`src/tpm_ram.sv`:
```
// Generic single-port synchronous RAM with registered read data.
// No dependencies.
module tpm_ram #(
  parameter int Width = 8,
  parameter int Depth = 256
) (
  input  logic                     clk_i,
  input  logic                     we_i,
  input  logic [$clog2(Depth)-1:0] addr_i,
  input  logic [Width-1:0]         wdata_i,
  output logic [Width-1:0]         rdata_o
);

  logic [Width-1:0] mem_q [Depth];
  logic [Width-1:0] rdata_q;

  // Write on enable, read every cycle
  always_ff @(posedge clk_i) begin
    if (we_i) begin
      mem_q[addr_i] <= wdata_i;
    end
    rdata_q <= mem_q[addr_i];
  end

  assign rdata_o = rdata_q;

endmodule

```
`config.mk`:
```
export PLATFORM = sky130hd
export DESIGN_NAME = tpm_ram
export DESIGN_NICKNAME = d
export VERILOG_FILES = /design/src/tpm_ram.sv
export SDC_FILE = /design/constraint.sdc
export NUM_CORES = 2
export LEC_CHECK = 0
export BUFFER_PORTS_ARGS = -buffer_cell sky130_fd_sc_hd__buf_2
export CAP_MARGIN = 30
export CORE_MARGIN = 8
export CORE_UTILIZATION = 68
export DETAILED_ROUTE_END_ITERATION = 12
export GPL_ROUTABILITY_DRIVEN = 0
export PLACE_DENSITY = 0.92
export SETUP_SLACK_MARGIN = 0.1
export SYNTH_ARGS = -nofsm -noshare
export SYNTH_HDL_FRONTEND = slang
export SYNTH_SLANG_ARGS = --single-unit
```
`constraint.sdc`:
```
create_clock -name clk_i -period 8.6 [get_ports clk_i]
set_input_delay 1.72 -clock clk_i [delete_from_list [all_inputs] [get_ports clk_i]]
set_output_delay 1.72 -clock clk_i [all_outputs]
set_load 0.005 [all_outputs]
```
==> out/summary.txt <==
crit path kind: in2reg
global-route wire length before repair: 327000 um
status: finished, violations left
r2r setup slk: 5.30 ns
Synth cell types: 22
Finish-stage setup viols: 0
cts bufs inserted: 189
CTS Root Buffer Type: clkbuf_16
Final Hold Fails: 0
Hold Path Class: reg2reg
PwrDens: 241 nW/um^2
IO Count: 26
Max clock buf depth: 3
Required @ worst endpoint: 9.28 ns
post-cts sizing count: 0
Via-to-Cell Ratio: 8.24
clock-pin slew on the worst setup and hold paths: 0.07 ns
sequential area share after synthesis: 0.786
post-route cell area: 87000 sq um
Remaining DRCs: 0
Max Clk Rate: 183 MHz
synth-to-layout area growth: 10.9%
Final min period: 5.45 ns
vias in the first global route: 42600
CP startpoint kind: input port
Max FO, Critical Path: 88
Total Routed Length: 242000 um
total grt overflow: 0
CTS tree: built
hpwl dp: 117000 um
Final TNS setup: 0 ns
Clock Latency Late Sink: 0.84 ns
drt first pass iters: 9
CP arrival: 6.13 ns
clock skew: 0.0511 ns
Post-CTS Setup Bufs: 0
IR drop worst, VDD: 0.271 mV
DP Area: 80400 sq um
failing checks: capacitance limit, slew limit
initial antenna violation count: 12
Mapped Cells: 3547
Final ANT Viol Nets: 0
synthesized area: 78500 sq um
Worst Max-Slew Pin Slew: 1.51 ns
H-tree depth: 4
Mapped Avg Cell Area: 22.1 sq um
Die X-Extent: 356 um
wire per inst: 45.5 um
Clock Sinks: 2056
unrepaired setup endpoints after global routing: no
Syn Nets: 3565
Pins Over Slew Limit: 2
Global Route Usage Sum: 0.365
hold_buf cts: 0
reported max-cap violation count: 1
largest net degree at the start of global routing: 164
yosys warns: 0
initial core utilization: 0.686
Tcrit/Tclk final: 0.634
Worst setup EP type: register
hold_ws: 1.07 ns
Core Area: 114000 sq um
register bit total from synthesis: 2056
Leak Pwr: 26.5 nW
layout cell share with drive strength beyond 1: 0.250
Iter 0 DRT Violations: 9909
Nets: 3666
num rows: 124
max_slew headroom: -0.0202
PortBufs: 25
DIE HEIGHT: 356 um
Die ar.: 127000 sq um
Vias: 43900
==> per-stage QoR <==
stage | cells | util | setup WS [ns] | total power, mW
final | 5328 | 0.761 | 3.15 | 21.0
after CTS | 5306 | 0.759 | 3.57 | 20.8
after floorplan | 3547 | - | 4.66 | 11.8
after global routing | 5321 | 0.761 | 3.25 | 21.2
after detailed placement | 4955 | 0.703 | 2.85 | 12.2
after global placement | 4939 | 0.702 | 2.47 | 12.1
==> report_power, final <==
part	total [mW]	leakage, nW	internal, mW	switching (mW)
Combinational	0.998	4.99	0.316	0.682
Clock	8.95	3.07	4.88	4.06
Sequential	11.1	18.5	11.0	0.0240
Total	21.0	26.5	16.2	4.77
==> kinds of logic (layout without fill, tap and decap cells) <==
group                  count (synthesis)  in the layout  share of synthesized area
AO/OA/AOI/OAI                        416            416                     0.0362
buffers and inverters                233            494                     0.0140
flip-flops                          2056           2056                      0.786
multiplexers                         512            512                      0.147
other                                  0              8                          0
AND/OR/NAND/NOR                      330            330                     0.0173
==> metal layers <==
metal,wire (um),part of all wire,up-vias,GRT usage
met5,215,0.00089,-,0
met4,21700,0.089,12,0.213
met3,39000,0.16,1401,0.105
met2,111000,0.46,5757,0.562
met1,70700,0.29,21500,0.474
li1,-,-,15300,-
==> cell usage in the layout (no fill, tap or decap), types with 9 or more instances in the layout <==
master,Yosys,final
edfxtp_1,2048,2048
nor2_1,232,231
clkbuf_1,145,32
nand2_1,28,24
buf_2,36,28
clkinv_2,0,32
o41ai_1,32,26
clkbuf_8,0,9
a21oi_1,128,128
nor3_1,30,23
nand3_1,13,13
bufinv_16,0,24
clkbuf_16,0,195
a22oi_1,256,256
buf_4,16,89
mux4_2,512,512
clkinv_1,0,46
==> sequential cells by signal (all words and copies together) (netlist names) <==
register,count
mem_q,2048
rdata_o,8
==> final timing paths <==
path	from	endpoint	depth (start not counted)
worst max-delay path	addr_i[1]	rdata_o[7]$_DFF_P_	9
worst min-delay path	mem_q[130][4]$_DFFE_PP_	rdata_o[4]$_DFF_P_	5
worst max register to register	mem_q[226][0]$_DFFE_PP_	rdata_o[0]$_DFF_P_	5
worst min register to register	mem_q[130][4]$_DFFE_PP_	rdata_o[4]$_DFF_P_	5
==> synthesized netlist by cell type (all sizes together) <==
| master | n | area share |
|---|---|---|
| a21oi | 128 | 0.0082 |
| inv | 1 | 0.000048 |
| nand4 | 8 | 0.00064 |
| dfxtp | 8 | 0.0020 |
| a22oi | 256 | 0.024 |
| nand2b | 6 | 0.00048 |
| nor3 | 30 | 0.0019 |
| o41ai | 32 | 0.0036 |
| or2 | 2 | 0.00016 |
| or3 | 1 | 0.000080 |
| nand2 | 28 | 0.0013 |
| nor2 | 232 | 0.011 |
| and2 | 3 | 0.00024 |
| buf | 87 | 0.0070 |
| nor2b | 7 | 0.00056 |
| nand3 | 13 | 0.00083 |
| clkbuf | 145 | 0.0069 |
| mux4 | 512 | 0.15 |
| edfxtp | 2048 | 0.78 |
==> layout make-up <==
type,count,area [sq um]
repair buffers,142,1310
clock buffers,227,4990
clock inverters,124,1320
multi-input cells,1258,15900
well taps,1512,1890
fillers,5077,27300
diodes,8,20.0
inverters,1,3.75
flip-flops and latches,2056,61700
==> worst max-delay path: stages <==
cell and delay, ns:
buf_8 0.60, buf_4 0.83, buf_4 0.52, mux4_2 0.42, a22oi_1 0.38, a21oi_1 0.13
o41ai_1 0.91, buf_2 0.34, nand4_1 0.11
No activity file was read; power rests on OpenSTA's default activity.
